===== src/hdl/hcbp_pkg.sv =====
// Shared types, codes and sizes of the Huffman code bit packer.
`timescale 1ns / 1ps
`default_nettype none
package hcbp_pkg;

   localparam int SYMBOLS      = 256;
   localparam int MAX_CODE_LEN = 32;

   localparam int KIND_W   = 2;
   localparam int SYMBOL_W = 8;
   localparam int CODE_W   = 32;
   localparam int LEN_W    = 6;
   localparam int BYTE_W   = 8;
   localparam int BIT_CNT_W = 3;

   // Largest length a table entry can hold.
   localparam int LEN_CAP = (MAX_CODE_LEN < CODE_W) ? MAX_CODE_LEN : CODE_W;

   // Packing word: one partial byte plus one full code.
   localparam int ACC_W = CODE_W + BYTE_W;
   // Enough to count the bytes a single code can complete.
   localparam int BYTE_CNT_W = LEN_W - BIT_CNT_W;

   localparam int QUEUE_DEPTH = 2;
   localparam int QUEUE_PTR_W = $clog2(QUEUE_DEPTH);
   localparam int QUEUE_CNT_W = $clog2(QUEUE_DEPTH + 1);

   localparam logic [KIND_W-1:0] KIND_LOAD   = 2'd0;
   localparam logic [KIND_W-1:0] KIND_ENCODE = 2'd1;
   localparam logic [KIND_W-1:0] KIND_FLUSH  = 2'd2;

   typedef struct packed {
      logic [LEN_W-1:0]  code_length;
      logic [CODE_W-1:0] code_bits;
   } hcbp_table_entry_type;

   // Work handed from the front end to the packer.
   typedef struct packed {
      logic              is_flush;
      logic [CODE_W-1:0] code_bits;
      logic [LEN_W-1:0]  code_length;
   } hcbp_work_type;

endpackage
`default_nettype wire


===== src/hdl/hcbp_queue.sv =====
// Short work queue that decouples the front end from the packer.
`timescale 1ns / 1ps
`default_nettype none
module hcbp_queue import hcbp_pkg::*; (
   input  wire logic          clock,
   input  wire logic          reset,
   input  wire hcbp_work_type push_data,
   input  wire logic          push_valid,
   output logic               push_ready,
   output hcbp_work_type      pop_data,
   output logic               pop_valid,
   input  wire logic          pop_ready
);

   hcbp_work_type            slots [QUEUE_DEPTH];
   logic [QUEUE_PTR_W-1:0]   wr_ptr_ff, wr_ptr_in;
   logic [QUEUE_PTR_W-1:0]   rd_ptr_ff, rd_ptr_in;
   logic [QUEUE_CNT_W-1:0]   count_ff, count_in;
   logic                     do_push, do_pop;

   assign push_ready = (count_ff != QUEUE_CNT_W'(QUEUE_DEPTH));
   assign pop_valid  = (count_ff != '0);
   assign pop_data   = slots[rd_ptr_ff];
   assign do_push    = push_valid && push_ready;
   assign do_pop     = pop_valid && pop_ready;

   // The depth is a power of two, so the pointers wrap on their own.
   always_comb begin
      wr_ptr_in = do_push ? wr_ptr_ff + 1'b1 : wr_ptr_ff;
      rd_ptr_in = do_pop ? rd_ptr_ff + 1'b1 : rd_ptr_ff;
      count_in  = count_ff;
      if (do_push && !do_pop) begin
         count_in = count_ff + 1'b1;
      end else if (do_pop && !do_push) begin
         count_in = count_ff - 1'b1;
      end
   end

   always_ff @(posedge clock) begin
      if (reset) begin
         wr_ptr_ff <= '0;
         rd_ptr_ff <= '0;
         count_ff  <= '0;
      end else begin
         wr_ptr_ff <= wr_ptr_in;
         rd_ptr_ff <= rd_ptr_in;
         count_ff  <= count_in;
      end
   end

   always_ff @(posedge clock) begin
      if (do_push) begin
         slots[wr_ptr_ff] <= push_data;
      end
   end

endmodule
`default_nettype wire


===== config.mk =====
export PLATFORM = sky130hd
export DESIGN_NAME = hcbp_queue
export DESIGN_NICKNAME = d
export VERILOG_FILES = /design/src/hdl/hcbp_pkg.sv /design/src/hdl/hcbp_queue.sv
export SDC_FILE = /design/constraint.sdc
export NUM_CORES = 1
export LEC_CHECK = 0
export BUFFER_PORTS_ARGS = -buffer_cell sky130_fd_sc_hd__buf_2
export CORE_MARGIN = 2
export CORE_UTILIZATION = 40
export DETAILED_ROUTE_END_ITERATION = 10
export SLEW_MARGIN = 20
export SYNTH_ARGS = -nofsm -noshare
export SYNTH_HDL_FRONTEND = slang
export SYNTH_SLANG_ARGS = --single-unit

===== constraint.sdc =====
create_clock -name clock -period 5.7 [get_ports clock]
set_clock_uncertainty 0.05 [all_clocks]
set_input_delay 0.285 -clock clock [delete_from_list [all_inputs] [get_ports clock]]
set_output_delay 0.285 -clock clock [all_outputs]
set_load 0.03 [all_outputs]

# Word-level counts from Yosys, hierarchy flattened
# Memory sizes are Yosys's and may differ from the RTL's. A register that Yosys moved wholly into a read port is not among the register bits.
# Cells that the tools add are included.
[word_totals]
regBits = 4
latchBits = 0
mem_bits_rw = 78
rom_bits = 0
in_bits = 43
out_inout_bits = 41
word_cells = 23
n_memories = 1
[memory_table]
columns = ["memory", "depth", "width", "read_ports", "rd_clocked_by_memory_dff", "wr", "line", "rtl"]
rows = [
  ["slots", 2, 39, 1, 1, 1, "hcbp_queue.sv:15", "hcbp_work_type slots [QUEUE_DEPTH];"],
]
[classes]
addsub = 4
mul = 0
div_mod_pow = 0
n_lt_le_gt_ge = 0
n_eq_ne = 1
shift = 0
muxes = 6
bitwise_logic = 0
n_reduce_logical = 8
[op_table]
columns = ["operator", "n"]
rows = [
  ["$logic_and 1x1->1", 4],
  ["$mux 1", 4],
  ["$mux 2", 2],
  ["$reduce_bool 2->1", 2],
  ["$add 1x1->1 const B", 2],
  ["$add 2x1->2 const B", 1],
  ["$logic_not 1->1", 2],
  ["$ne 2x2->1 const B", 1],
  ["$sub 2x1->2 const B", 1],
]

# Logic depth before layout (Yosys ltp)
[depth]
word_depth = 6
depth_mapped = 6
depth_no_buf = 6

# Worst setup path after synthesis
# OpenSTA, ideal clock, no wires.
[synth_timing]
kind = "reg2reg"
startpoint = "reg count_ff[0]"
endpoint = "mem slots[1][0] (netlist bit), enable pin"
setup_time_ps = 400
t_arrival_ps = 1803
required_time_ps = 5250
setup_slack_ps = 3447
path_stages_with_launch = 3
n_path_buf = 0
period_less_slack_ps = 2253
path_cell_list = "dfxtp_1 nand2b_1 and3_1"
[synth_between]
elab_chain_cells = 4
[synth_rtl]
columns = ["element", "line", "rtl"]
rows = [
  ["from (decl)", "hcbp_queue.sv:18", "logic [QUEUE_CNT_W-1:0] count_ff, count_in;"],
  ["from (signal assigned)", "hcbp_queue.sv:47", "count_ff <= count_in;"],
  ["$ne 2x2->1", "hcbp_queue.sv:21", "assign push_ready = (count_ff != QUEUE_CNT_W'(QUEUE_DEPTH));"],
  ["via push_ready", "hcbp_queue.sv:9", "output logic push_ready,"],
  ["$logic_and 1x1->1", "hcbp_queue.sv:24", "assign do_push = push_valid && push_ready;"],
  ["$mux 1", "hcbp_queue.sv:52", "if (do_push) begin"],
  ["$mux 1 (not written as such)", "hcbp_queue.sv:53", "slots[wr_ptr_ff] <= push_data;"],
  ["to (decl)", "hcbp_queue.sv:15", ""],
]
# The timed path passes the listed nets, and every way through them passes these cells.

==> metrics <==
status complete, no violations; vias 1573; Detailed Place HPWL 2977 µm; H-tree Lvls 3; CTS tree yes; DR vias/cell 4.626; antenna violations before repair 0; Syn Nets 189; layout net count 280; Setup TNS Final 0 ns; TritonCTS Sinks 83; layout cells sized above 1 0.5809; max-cap violations 0; most common cell after layout, fill and taps aside buf_2; Clock Tree Root clkbuf_8; reg2reg setup slack 3.82 ns; Unique masters post-synth 19; WP data required 5.37 ns; die width 91.08 µm; Max Slew Vio Count 0; Wirelength per Cell 14.36 µm; residual DRC count 0; power per cell area 451.3 nW/µm²; Crit Path Max Fanout 39; Synth top area share 0.7723; Initial DRC Count 42; post_cts resized 0; Min-Delay Path Class input pin to register; Pre-antenna DRT Iters 6; top cells by area, synth edfxtp_1 77%, mux2_2 14%, dfxtp_1 3.3%; TritonCTS Buffers 9; unrepaired setup endpoints after global routing false; Starting Density 0.4159; worst-margin pin slew 0.9358 ns; clk_lat worst skew 0.34 ns; vias in the first global route 1599; # diodes 0; final setup vio count 0; pin count of the biggest net entering global routing 40; kind of critical path register to output pin; crit path cell chain mux2_2 > buf_2; wirelength, routed 4883 µm; Post-Syn Area 3033 µm²; IO Pins 84; first-pass GRT wire length 7479 µm; Tmin final 2.250 ns; nature of the critical path endpoint output pin; CP max stage cell dfxtp_2; Mean Syn Cell Area 20.92 µm²; setup bufs post-CTS 0; dpl cell area 3553 µm²; Slew HR 0.3762; Ys Warns 0; Placeable Area 7292 µm²; All-Layer GR Usage 0.1217; commonest cells after routing, fill and taps aside 83 x buf_2, 78 x edfxtp_1, 39 x mux2_2, 9 x clkbuf_8, 4 x dfxtp_1; GRT overflow 0; final worst path period share 0.3947; # rows 31; critical path arrival 1.91 ns; cts hold-fix bufs 0; leading area contributor after synthesis edfxtp_1; clock buffer depth 2; Clk pin slew, worst setup/hold paths 0.08 ns; I/O Buffers 83; slowest cell delay on critical path 0.95 ns; Pleak 1.371 nW; Layout area overhead 22.52%; placer's final routability congestion estimate 0.7021; Die Y-Extent 91.08 µm; sequential element share of the synthesized area 0.8053; WHS 0.07501 ns; full die area 8295 µm²; cells after synthesis 145; Routed Antenna Nets 0; Hold Fails Final Rpt 0; number of synthesized register bits 83; Critical Path Start Type register; post-route cell area 3716 µm²; Worst IR Drop VDD 0.2201 mV; Max Clock Freq 444.5 MHz
==> through the flow <==
stage | cells | setup slack [ns] | total power (W) | utilization
floorplan | 145 | 3.447 | 0.001209 | -
global placement | 324 | 3.768 | 0.001345 | 0.4873
detailed placement | 324 | 3.748 | 0.001350 | 0.4873
CTS | 340 | 3.369 | 0.001703 | 0.5096
global route | 340 | 3.309 | 0.001759 | 0.5096
finish | 340 | 3.450 | 0.001677 | 0.5096
==> cell families after synthesis <==
group,count (synthesis),synth area share
AO/OA/AOI/OAI,5,0.009901
XOR/XNOR,3,0.008665
adder cells (fa/ha/maj),1,0.004125
buffers and inverters,5,0.01073
flip-flops,83,0.8053
multiplexers,39,0.1448
AND/OR/NAND/NOR,9,0.01651
==> cell type report <==
class                   instances  area, µm²
repair buffers                 84      422.9
well taps                      99      123.9
clock inverters                 4      27.53
clock buffers                  12      135.1
inverters                       1      3.754
flip-flops and latches         83       2444
multi-input cells              57      559.3
fillers                       663       3576
==> registers in the layout (all words and copies together) (netlist names), named ones only <==
signal     cells
slots         78
rd_ptr_ff      1
wr_ptr_ff      1
count_ff       2
==> report_power, final <==
part           switching [W]  leakage [nW]  internal, W
Clock               0.000193        0.0726     0.000158
Sequential         0.0000585         0.770     0.000763
Combinational       0.000316         0.529     0.000189
Total               0.000568          1.37      0.00111
==> final timing paths <==
path | startpoint | to | cells past startpoint
min | push_data[10] | slots[0][10] | 1
min reg2reg | rd_ptr_ff | rd_ptr_ff | 2
max | register | pop_data[28] | 2
max reg2reg | count_ff[0] | slots[1][3] | 2
==> cells in the mapped netlist <==
master	instances
buf_2	2
nand3b_1	1
dfxtp_1	5
xor2_1	3
and3_1	1
buf_6	1
edfxtp_1	78
a21bo_2	1
nor2_1	3
ha_1	1
o21ai_0	2
mux2_2	39
and2_1	1
buf_4	1
nand2b_1	1
or3_1	1
or2_2	1
a21oi_1	2
inv_1	1
==> worst max-delay path, delay by kind of cell, from the launching register on <==
kind                   cells  cell delay (ns)
buffers and inverters      1             0.18
DFF                        1             0.95
muxes                      1             0.43
==> per-layer routing <==
layer,track usage,vias up,wire [µm]
met5,0,-,0
met4,0.07197,0,113
met2,0.1895,55,2253
met1,0.1485,766,2224
li1,-,742,-
met3,0.03900,10,291
Power figures use the tool's default switching activity.
