<file path="src/hdl/hcbp_pkg.sv">
// Shared types, codes and sizes of the Huffman code bit packer.
`timescale 1ns / 1ps
`default_nettype none
package hcbp_pkg;

   localparam int SYMBOLS      = 256;
   localparam int MAX_CODE_LEN = 32;

   localparam int KIND_W   = 2;
   localparam int SYMBOL_W = 8;
   localparam int CODE_W   = 32;
   localparam int LEN_W    = 6;
   localparam int BYTE_W   = 8;
   localparam int BIT_CNT_W = 3;

   // Largest length a table entry can hold.
   localparam int LEN_CAP = (MAX_CODE_LEN < CODE_W) ? MAX_CODE_LEN : CODE_W;

   // Packing word: one partial byte plus one full code.
   localparam int ACC_W = CODE_W + BYTE_W;
   // Enough to count the bytes a single code can complete.
   localparam int BYTE_CNT_W = LEN_W - BIT_CNT_W;

   localparam int QUEUE_DEPTH = 2;
   localparam int QUEUE_PTR_W = $clog2(QUEUE_DEPTH);
   localparam int QUEUE_CNT_W = $clog2(QUEUE_DEPTH + 1);

   localparam logic [KIND_W-1:0] KIND_LOAD   = 2'd0;
   localparam logic [KIND_W-1:0] KIND_ENCODE = 2'd1;
   localparam logic [KIND_W-1:0] KIND_FLUSH  = 2'd2;

   typedef struct packed {
      logic [LEN_W-1:0]  code_length;
      logic [CODE_W-1:0] code_bits;
   } hcbp_table_entry_type;

   // Work handed from the front end to the packer.
   typedef struct packed {
      logic              is_flush;
      logic [CODE_W-1:0] code_bits;
      logic [LEN_W-1:0]  code_length;
   } hcbp_work_type;

endpackage
`default_nettype wire

</file>
<file path="src/hdl/hcbp_channels.sv">
// Request and response channel interfaces of the Huffman code bit packer.
`timescale 1ns / 1ps
`default_nettype none


interface hcbp_rsp_if import hcbp_pkg::*; ();
   logic              valid;
   logic              ready;
   logic [BYTE_W-1:0] out_byte;
   logic              last;

   modport source (output valid, output out_byte, output last, input ready);
   modport sink (input valid, input out_byte, input last, output ready);
endinterface
`default_nettype wire

</file>
<file path="src/hdl/hcbp_back.sv">
// Back end: packs code bits into bytes and drives the response channel.
`timescale 1ns / 1ps
`default_nettype none
module hcbp_back import hcbp_pkg::*; (
   input  wire logic          clock,
   input  wire logic          reset,
   input  wire hcbp_work_type pop_data,
   input  wire logic          pop_valid,
   output logic               pop_ready,
   hcbp_rsp_if.source         rsp
);

   logic [BYTE_W-1:0]     pending_ff, pending_in;
   logic [BIT_CNT_W-1:0]  bit_cnt_ff, bit_cnt_in;
   logic [CODE_W-1:0]     work_ff, work_in;
   logic [BYTE_CNT_W-1:0] work_cnt_ff, work_cnt_in;
   logic                  rsp_valid_ff, rsp_valid_in;
   logic [BYTE_W-1:0]     rsp_byte_ff;
   logic                  rsp_last_ff;

   logic                  emit;
   logic [ACC_W-1:0]      acc;
   logic [ACC_W-1:0]      acc_rest;
   logic [LEN_W-1:0]      total;
   logic [BYTE_CNT_W-1:0] n_bytes;

   assign emit = (work_cnt_ff != '0) && (!rsp_valid_ff || rsp.ready);
   // Take the next item once the current one has issued its final byte.
   assign pop_ready = (work_cnt_ff == '0) ||
                      (work_cnt_ff == BYTE_CNT_W'(1) && emit);

   always_comb begin
      acc      = (ACC_W'(pop_data.code_bits) << bit_cnt_ff) | ACC_W'(pending_ff);
      total    = LEN_W'(bit_cnt_ff) + pop_data.code_length;
      n_bytes  = total[LEN_W-1:BIT_CNT_W];
      acc_rest = acc >> {n_bytes, 3'b000};
   end

   always_comb begin
      pending_in  = pending_ff;
      bit_cnt_in  = bit_cnt_ff;
      work_in     = work_ff;
      work_cnt_in = work_cnt_ff;
      if (emit) begin
         work_in     = work_ff >> BYTE_W;
         work_cnt_in = work_cnt_ff - 1'b1;
      end
      if (pop_valid && pop_ready) begin
         if (pop_data.is_flush) begin
            if (bit_cnt_ff != '0) begin
               work_in     = CODE_W'(pending_ff);
               work_cnt_in = BYTE_CNT_W'(1);
               pending_in  = '0;
               bit_cnt_in  = '0;
            end
         end else begin
            pending_in = acc_rest[BYTE_W-1:0];
            bit_cnt_in = total[BIT_CNT_W-1:0];
            if (n_bytes != '0) begin
               work_in     = acc[CODE_W-1:0];
               work_cnt_in = n_bytes;
            end
         end
      end
      rsp_valid_in = rsp_valid_ff;
      if (emit) begin
         rsp_valid_in = 1'b1;
      end else if (rsp.ready) begin
         rsp_valid_in = 1'b0;
      end
   end

   always_ff @(posedge clock) begin
      if (reset) begin
         pending_ff   <= '0;
         bit_cnt_ff   <= '0;
         work_cnt_ff  <= '0;
         rsp_valid_ff <= 1'b0;
      end else begin
         pending_ff   <= pending_in;
         bit_cnt_ff   <= bit_cnt_in;
         work_cnt_ff  <= work_cnt_in;
         rsp_valid_ff <= rsp_valid_in;
      end
   end

   always_ff @(posedge clock) begin
      work_ff <= work_in;
      if (emit) begin
         rsp_byte_ff <= work_ff[BYTE_W-1:0];
         rsp_last_ff <= (work_cnt_ff == BYTE_CNT_W'(1));
      end
   end

   assign rsp.valid    = rsp_valid_ff;
   assign rsp.out_byte = rsp_byte_ff;
   assign rsp.last     = rsp_last_ff;

endmodule
`default_nettype wire
</file>
<file path="src/flat_wrapper.sv">
// flat-port wrapper written by rule: the top's interface ports become plain ports
module hcbp_back_flat import hcbp_pkg::*;
  (clock, reset, pop_data, pop_valid, pop_ready, rsp_valid, rsp_out_byte, rsp_last, rsp_ready);
  hcbp_rsp_if rsp_i ();
  input  wire logic clock;
  input  wire logic reset;
  input  wire hcbp_work_type pop_data;
  input  wire logic pop_valid;
  output logic pop_ready;
  output wire logic [$bits(rsp_i.valid)-1:0] rsp_valid;
  output wire logic [$bits(rsp_i.out_byte)-1:0] rsp_out_byte;
  output wire logic [$bits(rsp_i.last)-1:0] rsp_last;
  input wire logic [$bits(rsp_i.ready)-1:0] rsp_ready;
  assign rsp_valid = rsp_i.valid;
  assign rsp_out_byte = rsp_i.out_byte;
  assign rsp_last = rsp_i.last;
  assign rsp_i.ready = rsp_ready;
  hcbp_back u_core (.clock(clock), .reset(reset), .pop_data(pop_data), .pop_valid(pop_valid), .pop_ready(pop_ready), .rsp(rsp_i));
endmodule
</file>
<file path="config.mk">
export PLATFORM = sky130hd
export DESIGN_NAME = hcbp_back_flat
export DESIGN_NICKNAME = d
export VERILOG_FILES = /design/src/hdl/hcbp_pkg.sv /design/src/hdl/hcbp_channels.sv /design/src/hdl/hcbp_back.sv /design/src/flat_wrapper.sv
export SDC_FILE = /design/constraint.sdc
export NUM_CORES = 1
export LEC_CHECK = 0
export BUFFER_PORTS_ARGS = -buffer_cell sky130_fd_sc_hd__buf_4
export CAP_MARGIN = 20
export CORE_MARGIN = 10
export CORE_UTILIZATION = 35
export CTS_CLUSTER_SIZE = 28
export DETAILED_ROUTE_END_ITERATION = 10
export PLACE_DENSITY = 0.54
export SYNTH_ARGS = -nofsm -noshare
export SYNTH_HDL_FRONTEND = slang
export SYNTH_SLANG_ARGS = --single-unit
export TNS_END_PERCENT = 20
</file>
<file path="constraint.sdc">
create_clock -name clock -period 2.97 [get_ports clock]
set_input_delay 0.594 -clock clock [delete_from_list [all_inputs] [get_ports clock]]
set_output_delay 0.594 -clock clock [all_outputs]
set_load 0.01 [all_outputs]
</file>
# Word-level counts from Yosys, hierarchy flattened
# Index checks and enable logic that the tools add are counted.
[word_totals] register_bits=56 word_cells=42
[op_classes] addsub=2 n_eq_ne=2 shift=2 mux=16 bitwise_logic=1 n_reduce_logical=12
[op_table] cell="$mux 32" count=5
[op_table] cell="$or 40x8->40" count=1
[op_table] cell="$shl 32x3->40" count=1
[op_table] cell="$shr 40x6->8" count=1
[op_table] cell="$mux 3" count=7
[op_table] cell="$mux 8" count=2
[op_table] cell="$reduce_bool 3->1" count=3
[op_table] cell="$add 3x6->6" count=1
[op_table] cell="$eq 3x1->1 const B" count=1
[op_table] cell="$logic_and 1x1->1" count=3
[op_table] cell="$logic_not 3->1" count=1
[op_table] cell="$sub 3x1->3 const B" count=1
[op_table] cell="$logic_or 1x1->1" count=2
[op_table] cell="$mux 1" count=2
[op_table] cell="$ne 2x1->1 const B" count=1
[op_table] cell="$reduce_and 2->1" count=1
[op_table] cell="$reduce_bool 2->1" count=1
[op_table] cell="$logic_not 1->1" count=1

# Longest topological paths before layout
[logic_depth] depth_word=7 depth_mapped=10 depth_no_buf=9

# Worst setup path after synthesis
# No wires, ideal clock.
[synth_path] path_kind="input port to flip-flop" from="input pop_data[0] (netlist bit)" to="register u_core.work_ff[0]" setup_ns=0.131 arrival_ns=2.523 t_required_ns=2.839 path_slack_ns=0.316 stages=9 path_cell_list="ha_1 -> fa_1 -> a21o_1 -> a32oi_2 -> o21a_1 -> buf_2 -> nor2_1 -> a32oi_1 -> o22ai_1"
[synth_via] elab_chain_cells=5
[synth_lines] item="from (decl)" line="flat_wrapper.sv:7" rtl="input wire hcbp_work_type pop_data;"
[synth_lines] item="$add 3x6->6" line="hcbp_back.sv:34" rtl="total = LEN_W'(bit_cnt_ff) + pop_data.code_length;"
[synth_lines] item="$reduce_bool 3->1" line="hcbp_back.sv:59" rtl="if (n_bytes != '0) begin"
[synth_lines] item="$mux 32" line="hcbp_back.sv:59"
[synth_lines] item="$mux 32" line="hcbp_back.sv:49" rtl="if (pop_data.is_flush) begin"
[synth_lines] item="$mux 32" line="hcbp_back.sv:48" rtl="if (pop_valid && pop_ready) begin"
[synth_lines] item="named net u_core.work_in[0]" line="hcbp_back.sv:15" rtl="logic [CODE_W-1:0] work_ff, work_in;"
[synth_lines] item="to (signal assigned)" line="hcbp_back.sv:88" rtl="work_ff <= work_in;"
[synth_lines] item="to (decl)" line="hcbp_back.sv:15"
# The timed path passes the listed nets, and every way through them passes these cells.
# A chain may end at the register's enable or synchronous reset.

# Worst setup path after layout
[layout_path] from="input pop_data[2] (netlist bit)" to="register u_core.pending_ff[5]"
[layout_via] elab_chain_cells=3
[layout_lines] item="$add 3x6->6" line="hcbp_back.sv:34"
[layout_lines] item="$shr 40x6->8" line="hcbp_back.sv:36" rtl="acc_rest = acc >> {n_bytes, 3'b000};"
[layout_lines] item="$mux 8" line="hcbp_back.sv:49"
[layout_lines] item="to (signal assigned)" line="hcbp_back.sv:80" rtl="pending_ff <= pending_in;"
[layout_lines] item="to (decl)" line="hcbp_back.sv:13" rtl="logic [BYTE_W-1:0] pending_ff, pending_in;"
# Every way passes these cells.

==> qor.yml <==
critical_path:
  critPathSlowestCell: "nor4_2"
  cp.arrival_ns: 2.75
  start_kind: "primary input"
  cpPeakStageDelay_ns: 0.46
  critPathTopFamily: "compound AO/OA/AOI/OAI gates"
  crit_chain: "buf_4, ha_1, a21oi_1, nand2_1, xnor2_2, buf_4, nor4_2, a31oi_1, a221oi_1"
  crit_top_cell: "buf_4"
  path_class: "primary input to register"
  worst-path-buf-inv: 2
  worstPathRequired_ns: 3.17
  critPathCaptureType: "register"
  cp_max_fo: 8
die:
  rows: 40
  start_util_pct: 35.6
  die_area_um2: 17000
  io_pins: 54
  core_um2: 12000
  die_w_um: 130
  die_y_um: 130
clock_network:
  h-tree-depth: 2
  numClockSinks: 56
  cts_buffer_depth: 2
  cts_tree: "built"
  clk_pin_slew_ns: 0.07
  cts_inserted_buffers: 5
  cts_root_buf: "clkbuf_16"
  postCtsSetupBuffers: 0
  postCtsHoldBufs: 0
  clock_latency_ns: 0.29
  postCtsResizedCells: 0
global_routing:
  gr-total-overflow: 0
  grt_pass1_vias: 3769
  top_usage_layer: "met2"
  gr-usage-all-layers_pct: 15.1
  grt_first_pass_wirelength_um: 20300
  antenna_found_initial: 0
  grt_use_met2_pct: 25.7
  grt_max_degree: 48
  met3_usage_pct: 2.15
  met1_usage_pct: 19.7
power:
  clockPowerShare_pct: 15.0
  p_per_area_nw_per_um2: 801
  p_switching_uw: 1620
  p_sw_share_pct: 40.8
  p_comb_share_pct: 52.9
  intPower_uw: 2350
  leakage_uw: 0.00189
  seq_power_share_pct: 32.1
  p_total_uw: 3960
  peakVddDrop_uv: 366
hold_path:
  hold_path.class: "register to register"
route:
  drt-pass1-iter-count: 5
  ant_nets: 0
  routed-via-count: 3651
  drt_iter0_markers: 330
  drc: 0
  routed_via_density: 5.66
  drt-total-wl_um: 12900
  post_drt_wl_per_cell_um: 20.0
placement:
  portBuffers: 53
  routabilityCongestion: 0.866
  hpwl_um: 10200
  dp_slack_ns: 0.120
layout:
  most-common-layout-cells: "buf_4 (70), mux2i_1 (66), dfxtp_1 (44)"
  layout_commonest_cell: "buf_4"
  fin_nets: 547
  antennaDiodeCount: 0
  multi_input_area_um2: 2810
  syn_to_final_growth_pct: 16.4
  layout.area.seq_um2: 1210
  n_fill_cell: 1173
  drive_gt1_share_pct: 28.3
synthesis:
  ys_ff_latch: 56
  async_flop_share_pct: 0
  yosysUniqueCellTypes: 59
  syn_inst: 451
  synth_edf_count: 9
  synth_area_per_cell_um2: 9.43
  synth-seq-area-share_pct: 28.5
  synth_warnings: 0
  synth-main-ff-cell: "dfxtp_1"
  syn_area_um2: 4250
  syn_nets: 501
timing:
  fmax_mhz: 392
  tns_ns: 0
  final_hold_viol_count: 0
  slew_headroom_pct: 48.1
  finalSetupViolCount: 0
  finalCriticalPeriod_ns: 2.55
  slew_viol_final: 0
  min_period_over_period_pct: 85.9
  skew_ns: 0.00674
  worstMarginPinSlew_ns: 0.775
  rsz0062_at_grt: "false"
  fin_ws_ns: 0.419
run_status:
  status: "finished clean"
flow_run:
  drv_cap: 0
per-layer routing:
layer	wire length (µm)	up-vias	share of wire, %
met5	0	-	0
met4	122	0	0.95
met3	513	6	4.0
met2	6350	78	49
met1	5910	1752	46
li1	-	1815	-
synthesized netlist by cell type, drive strengths merged, types with 3 or more instances:
| cell | count | area share (%) |
|---|---|---|
| a211o | 7 | 1.4 |
| nor3 | 13 | 1.5 |
| a211oi | 4 | 0.82 |
| a31oi | 12 | 1.8 |
| nand2b | 6 | 0.88 |
| clkbuf | 11 | 0.97 |
| nand3 | 9 | 1.1 |
| edfxtp | 9 | 6.4 |
| mux4 | 8 | 4.3 |
| xnor2 | 3 | 0.79 |
| nor3b | 4 | 0.71 |
| o211ai | 3 | 0.53 |
| nor2b | 5 | 0.74 |
| nor2 | 15 | 1.3 |
| o22ai | 9 | 1.3 |
| ha | 6 | 1.8 |
| inv | 9 | 0.79 |
| a221oi | 7 | 1.4 |
| a32oi | 3 | 0.79 |
| a21oi | 23 | 2.7 |
| mux2 | 52 | 14 |
| mux2i | 66 | 16 |
| a311oi | 4 | 0.82 |
| nand2 | 40 | 3.5 |
| buf | 22 | 3.8 |
| o21ai | 28 | 3.3 |
| dfxtp | 47 | 22 |
power groups by stage:
stage                     Combinational [µW]  Clock (µW)  Sequential, µW
after floorplan                         1460           0            1260
final                                   2100         594            1270
after global routing                    2300         638            1300
after detailed placement                2090           0            1290
after CTS                               2100         606            1270
after global placement                  2090           0            1290
final cells by class:
cell class              count  share of cell area, %
repair buffers             72                   11.4
well taps                 147                   3.71
flip-flops and latches     56                   24.5
clock buffers               5                   2.53
inverters                  10                  0.758
multi-input cells         352                   56.7
clock inverters             3                  0.354
flip-flops by register name (all words and copies together) (netlist names):
signal,count
u_core.pending_ff,8
u_core.rsp.last,1
u_core.bit_cnt_ff,3
u_core.work_cnt_ff,3
u_core.rsp.out_byte,8
u_core.work_ff,32
u_core.rsp.valid,1
final timing paths:
check	start	end	slack [ns]	cells after the start
setup / recovery	pop_data[2]	u_core.pending_ff[5]	0.42	9
hold / removal	u_core.work_ff[2]	u_core.rsp.out_byte[2]	0.44	0
setup reg to reg	u_core.bit_cnt_ff[0]	u_core.pending_ff[5]	0.48	8
hold reg to reg	u_core.work_ff[2]	u_core.rsp.out_byte[2]	0.44	0
per-stage QoR:
stage	cell area [µm²]	std cells	hold slack (ns)	utilization [%]
6_report	4950	645	0.436	41.4
5_1_grt	4950	645	0.460	41.4
4_1_cts	4950	645	0.439	41.4
3_5_place_dp	4810	637	0.421	40.2
3_3_place_gp	4810	637	0.413	40.2
2_1_floorplan	4250	451	0.408	-
cells by family (layout without fill, tap and decap cells):
logic type,after synthesis,count (layout),synth area share (%)
mux,126,126,33.7
compound gates,114,114,17.6
simple gates,100,100,11.1
flops,56,56,28.5
buf+inv,43,90,5.65
fa+ha+maj,7,7,2.24
xor+xnor,5,5,1.21
Note: power is estimated with default switching activity, not from simulation.
